File: src/hw/rtl/keypad_intruder_alarm_controller_assert.svh
// assertion macros for the keypad intruder alarm controller
// no dependencies; included by the modules that carry assertions
`ifndef KEYPAD_INTRUDER_ALARM_CONTROLLER_ASSERT_SVH
`define KEYPAD_INTRUDER_ALARM_CONTROLLER_ASSERT_SVH

// same-cycle implication, disabled while reset is held
`define KIAC_ASSERT_IMPL(label, clk, rst_n, ante, cons) \
  label: assert property (@(posedge clk) disable iff (!rst_n) (ante) |-> (cons)) \
    else $error("keypad alarm assertion failed");

// next-cycle implication, disabled while reset is held
`define KIAC_ASSERT_NEXT(label, clk, rst_n, ante, cons) \
  label: assert property (@(posedge clk) disable iff (!rst_n) (ante) |=> (cons)) \
    else $error("keypad alarm assertion failed");

`endif

File: src/hw/rtl/kiac_pkg.sv
// shared types and constants for the keypad intruder alarm controller
// no dependencies
`timescale 1ns / 1ps

package kiac_pkg;

  // code entry
  localparam int CODE_KEYS   = 4;
  localparam int KEY_CNT_W   = $clog2(CODE_KEYS + 1);
  localparam int KEY_W       = 4;
  localparam int CODE_W      = 16;
  localparam int TIMER_W     = 24;

  localparam logic [KEY_W-1:0] KEY_B = 4'd11;
  localparam logic [KEY_W-1:0] KEY_C = 4'd12;

  // register reset values
  localparam logic [CODE_W-1:0]  USER_CODE_RST   = 16'h1234;
  localparam logic [TIMER_W-1:0] EXIT_TICKS_RST  = 24'd60000;
  localparam logic [TIMER_W-1:0] ENTRY_TICKS_RST = 24'd120000;
  localparam logic [TIMER_W-1:0] SOUND_TICKS_RST = 24'd10000;
  localparam logic [TIMER_W-1:0] BLINK_TICKS_RST = 24'd250;

  // register indexes
  typedef enum logic [2:0] {
    REG_USER_CODE   = 3'd0,
    REG_EXIT_TICKS  = 3'd1,
    REG_ENTRY_TICKS = 3'd2,
    REG_SOUND_TICKS = 3'd3,
    REG_BLINK_TICKS = 3'd4
  } reg_idx_t;

  typedef enum logic [2:0] {
    MODE_UNSET  = 3'd0,
    MODE_EXIT   = 3'd1,
    MODE_SET    = 3'd2,
    MODE_ENTRY  = 3'd3,
    MODE_ALARM  = 3'd4,
    MODE_REPORT = 3'd5
  } mode_t;

  typedef enum logic [1:0] {
    OP_TICK  = 2'd0,
    OP_KEY   = 2'd1,
    OP_SENSE = 2'd2
  } op_t;

  typedef enum logic [1:0] {
    VERDICT_NONE   = 2'd0,
    VERDICT_GOOD   = 2'd1,
    VERDICT_REJECT = 2'd2
  } verdict_t;

  typedef enum logic [2:0] {
    ZONE_NONE  = 3'd0,
    ZONE_FULL  = 3'd2,
    ZONE_ENTRY = 3'd3,
    ZONE_CODES = 3'd5
  } zone_t;

endpackage

File: src/hw/rtl/keypad_intruder_alarm_controller.sv
// keypad intruder alarm controller: mode state machine, code entry, timers
// depends on kiac_pkg and keypad_intruder_alarm_controller_assert.svh
// the result register is loaded from each request as it is accepted
// throughput: one request per cycle unless a waiting result stalls it; the mode and timer update is a single pass
// from the accepted request and the state registers into the state and result registers
// in_tready drops only while a result waits and out_tready is low
// reset: synchronous, active low; mode unset, timers and attempt cleared,
// configuration registers back to their defaults
`timescale 1ns / 1ps

`include "keypad_intruder_alarm_controller_assert.svh"

module keypad_intruder_alarm_controller (
  input  logic        clk,
  input  logic        rst_n,
  // request channel
  input  logic        in_tvalid,
  output logic        in_tready,
  input  logic [7:0]  in_tdata,   // key[3:0], entry_sensor[4], full_sensor[5], zero[7:6]
  input  logic [1:0]  in_tuser,   // op[1:0]
  // result channel
  output logic        out_tvalid,
  input  logic        out_tready,
  output logic [15:0] out_tdata,  // mode[2:0], sounder[3], zone[6:4], fail_total[8:7],
                                  // keys_entered[11:9], code_verdict[13:12], zero[15:14]
  // configuration port
  input  logic        cfg_psel,
  input  logic        cfg_penable,
  input  logic        cfg_pwrite,
  input  logic [4:0]  cfg_paddr,
  input  logic [31:0] cfg_pwdata,
  output logic [31:0] cfg_prdata,
  output logic        cfg_pready
);

  localparam int KCW = kiac_pkg::KEY_CNT_W;
  localparam int TW  = kiac_pkg::TIMER_W;
  localparam int CW  = kiac_pkg::CODE_W;
  localparam logic [KCW-1:0] KEYS_FULL = KCW'(kiac_pkg::CODE_KEYS);

  // configuration registers
  logic [CW-1:0] user_code_r;
  logic [TW-1:0] exit_ticks_r, entry_ticks_r, sound_ticks_r, blink_ticks_r;

  logic            cfg_wr;
  kiac_pkg::reg_idx_t cfg_idx;

  assign cfg_pready = 1'b1;
  assign cfg_wr     = cfg_psel & cfg_penable & cfg_pwrite;
  assign cfg_idx    = kiac_pkg::reg_idx_t'(cfg_paddr[4:2]);

  always_ff @(posedge clk) begin
    if (!rst_n) begin
      user_code_r   <= kiac_pkg::USER_CODE_RST;
      exit_ticks_r  <= kiac_pkg::EXIT_TICKS_RST;
      entry_ticks_r <= kiac_pkg::ENTRY_TICKS_RST;
      sound_ticks_r <= kiac_pkg::SOUND_TICKS_RST;
      blink_ticks_r <= kiac_pkg::BLINK_TICKS_RST;
    end else if (cfg_wr) begin
      unique case (cfg_idx)
        kiac_pkg::REG_USER_CODE:   user_code_r   <= cfg_pwdata[CW-1:0];
        kiac_pkg::REG_EXIT_TICKS:  exit_ticks_r  <= cfg_pwdata[TW-1:0];
        kiac_pkg::REG_ENTRY_TICKS: entry_ticks_r <= cfg_pwdata[TW-1:0];
        kiac_pkg::REG_SOUND_TICKS: sound_ticks_r <= cfg_pwdata[TW-1:0];
        kiac_pkg::REG_BLINK_TICKS: blink_ticks_r <= cfg_pwdata[TW-1:0];
        default: ;
      endcase
    end
  end

  // register read back
  always_comb begin
    unique case (cfg_idx)
      kiac_pkg::REG_USER_CODE:   cfg_prdata = {{(32-CW){1'b0}}, user_code_r};
      kiac_pkg::REG_EXIT_TICKS:  cfg_prdata = {{(32-TW){1'b0}}, exit_ticks_r};
      kiac_pkg::REG_ENTRY_TICKS: cfg_prdata = {{(32-TW){1'b0}}, entry_ticks_r};
      kiac_pkg::REG_SOUND_TICKS: cfg_prdata = {{(32-TW){1'b0}}, sound_ticks_r};
      kiac_pkg::REG_BLINK_TICKS: cfg_prdata = {{(32-TW){1'b0}}, blink_ticks_r};
      default:                   cfg_prdata = 32'd0;
    endcase
  end

  // request fields
  logic                         in_accept;
  kiac_pkg::op_t                op;
  logic [kiac_pkg::KEY_W-1:0]   key;
  logic                         ent_sens, full_sens;

  assign op        = kiac_pkg::op_t'(in_tuser);
  assign key       = in_tdata[3:0];
  assign ent_sens  = in_tdata[4];
  assign full_sens = in_tdata[5];

  // state
  kiac_pkg::mode_t    mode_r, mode_nxt;
  logic [CW-1:0]      keys_r, keys_nxt;
  logic [KCW-1:0]     key_count_r, key_count_nxt;
  logic [1:0]         fail_count_r, fail_count_nxt;
  logic [2:0]         zone_r, zone_nxt;
  logic [TW-1:0]      phase_r, phase_nxt;
  logic [TW-1:0]      sound_r, sound_nxt;
  logic [TW-1:0]      blink_r, blink_nxt;
  logic               sounder_r, sounder_nxt;
  kiac_pkg::verdict_t verdict;

  // result register
  logic        out_valid_r;
  logic [15:0] out_data_r;

  assign in_tready  = !out_valid_r || out_tready;
  assign in_accept  = in_tvalid && in_tready;
  assign out_tvalid = out_valid_r;
  assign out_tdata  = out_data_r;

  always_ff @(posedge clk) begin
    if (!rst_n) begin
      mode_r       <= kiac_pkg::MODE_UNSET;
      keys_r       <= '0;
      key_count_r  <= '0;
      fail_count_r <= '0;
      zone_r       <= '0;
      phase_r      <= '0;
      sound_r      <= '0;
      blink_r      <= '0;
      sounder_r    <= 1'b0;
    end else if (in_accept) begin
      mode_r       <= mode_nxt;
      keys_r       <= keys_nxt;
      key_count_r  <= key_count_nxt;
      fail_count_r <= fail_count_nxt;
      zone_r       <= zone_nxt;
      phase_r      <= phase_nxt;
      sound_r      <= sound_nxt;
      blink_r      <= blink_nxt;
      sounder_r    <= sounder_nxt;
    end
  end

  // next state for one request
  always_comb begin
    logic good;
    logic go_alarm;
    logic [2:0] alarm_zone;
    logic go_change;
    kiac_pkg::mode_t change_mode;

    good        = (keys_r == user_code_r);
    go_alarm    = 1'b0;
    alarm_zone  = kiac_pkg::ZONE_NONE;
    go_change   = 1'b0;
    change_mode = mode_r;

    mode_nxt       = mode_r;
    keys_nxt       = keys_r;
    key_count_nxt  = key_count_r;
    fail_count_nxt = fail_count_r;
    zone_nxt       = zone_r;
    phase_nxt      = phase_r;
    sound_nxt      = sound_r;
    blink_nxt      = blink_r;
    sounder_nxt    = sounder_r;
    verdict        = kiac_pkg::VERDICT_NONE;

    unique case (op)
      kiac_pkg::OP_TICK: begin
        if (mode_r == kiac_pkg::MODE_EXIT || mode_r == kiac_pkg::MODE_ENTRY) begin
          // blink countdown, then phase countdown
          if (blink_r <= TW'(1)) begin
            sounder_nxt = ~sounder_r;
            blink_nxt   = blink_ticks_r;
          end else begin
            blink_nxt = blink_r - TW'(1);
          end
          if (phase_r <= TW'(1)) begin
            phase_nxt = '0;
            if (mode_r == kiac_pkg::MODE_EXIT) begin
              go_change   = 1'b1;
              change_mode = kiac_pkg::MODE_SET;
            end else begin
              go_alarm   = 1'b1;
              alarm_zone = kiac_pkg::ZONE_ENTRY;
            end
          end else begin
            phase_nxt = phase_r - TW'(1);
          end
        end else if (mode_r == kiac_pkg::MODE_ALARM && sound_r != '0) begin
          sound_nxt = sound_r - TW'(1);
          if (sound_r == TW'(1)) sounder_nxt = 1'b0;
        end
      end
      kiac_pkg::OP_KEY: begin
        if (mode_r == kiac_pkg::MODE_REPORT) begin
          if (key == kiac_pkg::KEY_C) begin
            go_change   = 1'b1;
            change_mode = kiac_pkg::MODE_UNSET;
            zone_nxt    = kiac_pkg::ZONE_NONE;
          end
        end else if (mode_r == kiac_pkg::MODE_UNSET || mode_r == kiac_pkg::MODE_EXIT ||
                     mode_r == kiac_pkg::MODE_ENTRY || mode_r == kiac_pkg::MODE_ALARM) begin
          if (key_count_r < KEYS_FULL) begin
            // collect or delete a key
            if (key == kiac_pkg::KEY_C) begin
              if (key_count_r != '0) begin
                key_count_nxt = key_count_r - KCW'(1);
                keys_nxt      = keys_r >> kiac_pkg::KEY_W;
              end
            end else begin
              keys_nxt      = {keys_r[CW-kiac_pkg::KEY_W-1:0], key};
              key_count_nxt = key_count_r + KCW'(1);
            end
          end else if (key == kiac_pkg::KEY_B) begin
            // code check
            keys_nxt      = '0;
            key_count_nxt = '0;
            if (good) begin
              verdict        = kiac_pkg::VERDICT_GOOD;
              fail_count_nxt = '0;
              go_change      = 1'b1;
              if (mode_r == kiac_pkg::MODE_UNSET)      change_mode = kiac_pkg::MODE_EXIT;
              else if (mode_r == kiac_pkg::MODE_ALARM) change_mode = kiac_pkg::MODE_REPORT;
              else                                     change_mode = kiac_pkg::MODE_UNSET;
            end else begin
              verdict = kiac_pkg::VERDICT_REJECT;
              if (mode_r == kiac_pkg::MODE_UNSET || mode_r == kiac_pkg::MODE_EXIT) begin
                if (fail_count_r >= 2'd2) begin
                  go_alarm   = 1'b1;
                  alarm_zone = kiac_pkg::ZONE_CODES;
                end else begin
                  fail_count_nxt = fail_count_r + 2'd1;
                end
              end
            end
          end
        end
      end
      kiac_pkg::OP_SENSE: begin
        if (mode_r == kiac_pkg::MODE_SET) begin
          if (ent_sens) begin
            go_change   = 1'b1;
            change_mode = kiac_pkg::MODE_ENTRY;
          end else if (full_sens) begin
            go_alarm   = 1'b1;
            alarm_zone = kiac_pkg::ZONE_FULL;
          end
        end else if (mode_r == kiac_pkg::MODE_EXIT || mode_r == kiac_pkg::MODE_ENTRY) begin
          if (full_sens) begin
            go_alarm   = 1'b1;
            alarm_zone = kiac_pkg::ZONE_FULL;
          end
        end
      end
      default: ;
    endcase

    // mode change: clears attempt and timers, then loads the timers that the new mode runs
    if (go_alarm) begin
      mode_nxt       = kiac_pkg::MODE_ALARM;
      keys_nxt       = '0;
      key_count_nxt  = '0;
      phase_nxt      = '0;
      blink_nxt      = '0;
      sound_nxt      = sound_ticks_r;
      sounder_nxt    = 1'b1;
      zone_nxt       = alarm_zone;
      fail_count_nxt = '0;
    end else if (go_change) begin
      mode_nxt      = change_mode;
      keys_nxt      = '0;
      key_count_nxt = '0;
      phase_nxt     = '0;
      blink_nxt     = '0;
      sound_nxt     = '0;
      unique case (change_mode)
        kiac_pkg::MODE_EXIT: begin
          phase_nxt   = exit_ticks_r;
          blink_nxt   = blink_ticks_r;
          sounder_nxt = 1'b0;
        end
        kiac_pkg::MODE_ENTRY: begin
          phase_nxt   = entry_ticks_r;
          blink_nxt   = blink_ticks_r;
          sounder_nxt = 1'b0;
        end
        kiac_pkg::MODE_REPORT: sounder_nxt = sounder_r;
        default:               sounder_nxt = 1'b0;
      endcase
    end
  end

  // result register with backpressure
  always_ff @(posedge clk) begin
    if (!rst_n) begin
      out_valid_r <= 1'b0;
    end else if (in_accept) begin
      out_valid_r <= 1'b1;
    end else if (out_tready) begin
      out_valid_r <= 1'b0;
    end
  end

  always_ff @(posedge clk) begin
    if (in_accept) begin
      out_data_r <= {2'b00, verdict, 3'(key_count_nxt), fail_count_nxt, zone_nxt,
                     sounder_nxt, mode_nxt};
    end
  end

  // checks
  `KIAC_ASSERT_IMPL(a_key_count_range, clk, rst_n, 1'b1, key_count_r <= KEYS_FULL)
  `KIAC_ASSERT_IMPL(a_fail_range, clk, rst_n, 1'b1, fail_count_r != 2'd3)
  `KIAC_ASSERT_NEXT(a_alarm_sounds, clk, rst_n,
    in_accept && mode_r != kiac_pkg::MODE_ALARM && mode_nxt == kiac_pkg::MODE_ALARM,
    sounder_r && sound_r == $past(sound_ticks_r))
  `KIAC_ASSERT_NEXT(a_report_holds, clk, rst_n,
    mode_r == kiac_pkg::MODE_REPORT && !(in_accept && mode_nxt != kiac_pkg::MODE_REPORT),
    $stable(sounder_r))
  `KIAC_ASSERT_NEXT(a_result_held, clk, rst_n, out_valid_r && !out_tready,
    out_valid_r && $stable(out_data_r))

endmodule
File: config.mk
export PLATFORM = sky130hd
export DESIGN_NAME = keypad_intruder_alarm_controller
export DESIGN_NICKNAME = d
export VERILOG_FILES = /design/src/hw/rtl/kiac_pkg.sv /design/src/hw/rtl/keypad_intruder_alarm_controller.sv
export VERILOG_INCLUDE_DIRS = /design/src /design/src/hw/rtl
export SDC_FILE = /design/constraint.sdc
export NUM_CORES = 1
export LEC_CHECK = 0
export BUFFER_PORTS_ARGS = -buffer_cell sky130_fd_sc_hd__buf_4
export CAP_MARGIN = 0
export CORE_UTILIZATION = 45
export DETAILED_ROUTE_END_ITERATION = 8
export PLACE_DENSITY = 0.72
export SYNTH_ARGS = -nofsm -noshare
export SYNTH_HDL_FRONTEND = slang
export SYNTH_SLANG_ARGS = --single-unit
File: constraint.sdc
create_clock -name clk -period 3.1 [get_ports clk]
set_input_delay 0.31 -clock clk [delete_from_list [all_inputs] [get_ports clk]]
set_output_delay 0.31 -clock clk [all_outputs]
set_load 0.05 [all_outputs]
==> impl_metrics.py <==
metrics = {
    "hold_path": {
        "min_from": "cfg_pwdata[14]",
        "hold_class": "primary input to flip-flop",
    },
    "floorplanning": {
        "io-pin-count": 105,
        "start_util": 0.4595,
        "core-area_mm2": 0.02606,
        "die_h_um": 165.1,
        "die_area_mm2": 0.02726,
        "rows": 59,
        "die_x_um": 165.1,
    },
    "timing": {
        "drv_slew": 0,
        "holdWs_ps": 24.80,
        "fin_crit_sh": 0.9714,
        "skew_ps": 15.83,
        "final_hold_viol_count": 0,
        "setup_violations": 0,
        "grt_setup_unrepaired": "false",
        "tns_ps": 0,
        "min_period_ps": 3011,
        "max_freq_ghz": 0.3321,
        "maxSlewHeadroom": 0.4373,
        "worst_slew_pin_slew_ps": 844.1,
    },
    "route": {
        "viasPerCell": 6.134,
        "drtAntennaViolNets": 0,
        "wl_per_cell_um": 20.18,
        "vias": 12060,
        "dr.pass1.iters": 6,
        "drc": 0,
        "routed_wl_um": 39670,
        "drt_iter0_markers": 1310,
    },
    "final_layout": {
        "register_area_mm2": 0.004684,
        "nFillCells": 2440,
        "multiInputGateArea_mm2": 0.006748,
        "fin_nets": 1680,
        "drive_gt1_frac": 0.1545,
        "synthToLayoutAreaGrowth_pct": 18.31,
        "finalCoreUtilization": 0.5436,
        "antenna_cells": 0,
    },
    "power": {
        "p_leak_nw": 5.765,
        "p_per_area_mw_per_mm2": 458.5,
        "peakVddDrop_uv": 494.3,
        "power_mw": 6.495,
    },
    "yosys": {
        "postSynthAreaPerCell_um2": 7.830,
        "synth_edf_count": 14,
        "yosys.cell_types.count": 73,
        "synthesis.area_mm2": 0.01197,
        "yosys.area_share.adder": 0.01150,
        "synthSimpleGateAreaFrac": 0.2347,
        "ys_seq_area_frac": 0.3913,
        "ys.flop_type": "dfxtp_1",
        "syn_inst": 1529,
        "synth_xor_xnor_area_share": 0.02999,
        "synth-seq-cells": 227,
        "synthMuxAreaShare": 0.05277,
        "yosys_warnings": 0,
        "synth_compound_area_frac": 0.2258,
        "synthArstFlopShare": 0,
        "synth_top_family_by_area": "simple AND/OR/NAND/NOR gates",
    },
    "placed_design": {
        "dpl.hpwl_um": 27780,
        "gp_congestion": 0.9663,
        "io_buffers": 81,
    },
    "setup_path": {
        "cp.arrival_ps": 3400,
        "reg2reg_from": "phase_r[6]$_SDFFE_PN0P_",
        "critPathRequiredTime_ps": 3490,
        "crit_slowest_cell": "or4_1",
        "crit_path_start_kind": "flip-flop",
        "crit_fanout": 10,
        "path_class": "flip-flop to flip-flop",
        "cp-startpoint": "phase_r[6]$_SDFFE_PN0P_",
        "crit_chain": "or4_4, or3_1, or4_1, o211ai_1, a31oi_4, a22oi_2, buf_12, o311ai_0",
        "slowest_delay_ps": 660,
        "critPathCaptureType": "flip-flop",
    },
    "grt": {
        "antenna_found_initial": 1,
        "grt_pass1_wl_um": 61610,
        "grt_max_degree": 102,
        "grt.total_usage": 0.2901,
        "grt_pass1_vias": 11070,
        "overflow": 0,
    },
    "clock_network": {
        "root_buffer": "clkbuf_16",
        "cts_buffers": 25,
        "clockBufferDepth": 3,
        "clock_latency_ps": 540,
        "clock_sinks": 227,
        "cts_tree": "yes",
        "path_clk_slew_ps": 60,
        "htree_levels": 1,
    },
    "run": {
        "cap_violations": 0,
    },
    "status": {
        "status": "completed",
    },
}
repair_timing:
| action | 4_1_cts | 5_1_grt |
|---|---|---|
| hold buffers | 0 | 0 |
| buffers inserted | 0 | 9 |
| setup endpoints to repair | 11 | 54 |
| resized for setup | 2 | 2 |
| pin swaps | 0 | 4 |
power breakdown:
part / internal, mW / switching (mW) / total, mW
clock: 1.74 / 1.21 / 2.95
sequential: 2.98 / 0.0251 / 3.01
combinational: 0.162 / 0.376 / 0.538
total: 4.89 / 1.61 / 6.50
kinds of logic (layout without fill, tap and decap cells):
logic type               count (synthesis)  count (layout)
AND/OR/NAND/NOR                        606             606
AO/OA/AOI/OAI                          429             429
flip-flops                             227             227
buffers and inverters                  152             245
multiplexers                            61              61
XOR/XNOR                                41              41
adder cells (fa/ha/maj)                 11              11
other                                    2              11
area by class of cell:
cell class	instances	share of cell area
clock buffers	38	0.05044
clock inverters	5	0.005742
multi-input cells	1159	0.4764
repair buffers	171	0.09884
well taps	335	0.02959
flip-flops and latches	227	0.3307
inverters	31	0.008303
Yosys cell counts, drive strengths merged, types with 4 or more instances:
cell type	instances	area, um2
or4	8	67.56
nor4b	4	35.03
a22oi	48	365.3
nor2b	7	43.79
nand2b	9	56.30
a32o	6	60.06
nand4b	5	43.79
a21oi	160	800.8
ha	11	137.6
nand3b	7	52.55
or3	16	100.1
and2	6	37.54
mux2	17	191.4
a31o	5	43.79
edfxtp	14	420.4
o211ai	15	117.6
nor4	34	212.7
o31ai	17	127.6
nor3	42	210.2
a31oi	6	52.55
a21o	5	37.54
o21ai	76	380.4
mux2i	44	440.4
and3	8	50.05
nand3	66	335.3
clkbuf	92	346.6
o221ai	6	52.55
dfxtp	213	4264
xor2	26	227.7
or2	6	37.54
o41ai	5	51.30
a22o	4	35.03
buf	29	175.2
nor2	69	259.0
xnor2	15	131.4
a211oi	13	97.59
inv	31	116.4
o22ai	35	219.0
nand2	301	1130
nand4	11	68.82
critical path: cells and delay by family (launching register included):
kind	cells	cell delay, ps
simple gates	3	1580
flops	1	310
compound gates	4	800
buf+inv	1	160
per-stage QoR:
| step | worst slack, ps | cell area (um2) | cells |
|---|---|---|---|
| final | 88.73 | 14160 | 1966 |
| after CTS | 25.37 | 14080 | 1957 |
| after global placement | 38.78 | 13280 | 1914 |
| after global routing | 0.6364 | 14160 | 1966 |
| after detailed placement | -67.12 | 13280 | 1914 |
| after floorplan | 192.6 | 12010 | 1538 |
layout by cell type, fill, tap and decap left out, types with 17 or more instances in the layout:
cell	count
o31ai_1	17
o22ai_1	34
nand2_1	301
nor4_1	33
a22oi_1	47
nor3_1	40
dfxtp_1	213
xor2_1	26
buf_4	161
clkbuf_16	25
nor2_1	68
mux2i_1	44
nand3_1	65
mux2_2	17
a21oi_1	160
inv_1	30
o21ai_0	70
layer usage:
| metal | GRT usage | up-vias | share of wire |
|---|---|---|---|
| li1 | - | 5676 | - |
| met4 | 0.1309 | 2 | 0.045 |
| met1 | 0.3937 | 5690 | 0.42 |
| met3 | 0.05395 | 102 | 0.096 |
| met2 | 0.4458 | 589 | 0.44 |
| met5 | 0 | - | 0.00033 |
final timing paths:
check	endpoint	slack [ps]	cells after the start
worst min-delay path	exit_ticks_r[14]$_SDFFE_PN1P_	20	3
worst max-delay path	blink_r[9]$_SDFFE_PN0P_	90	8
worst max register to register	blink_r[9]$_SDFFE_PN0P_	90	8
worst min register to register	exit_ticks_r[1]$_SDFFE_PN0P_	470	2
flip-flops by register name, summed over array words and instances (netlist names), 14 cells and up:
register and cells:
blink_r 24, phase_r 24, user_code_r 16, sound_r 24
keys_r 16, blink_ticks_r 24, out_tdata 14, entry_ticks_r 24
exit_ticks_r 24, sound_ticks_r 24
Note: power is estimated with default switching activity, not from simulation.
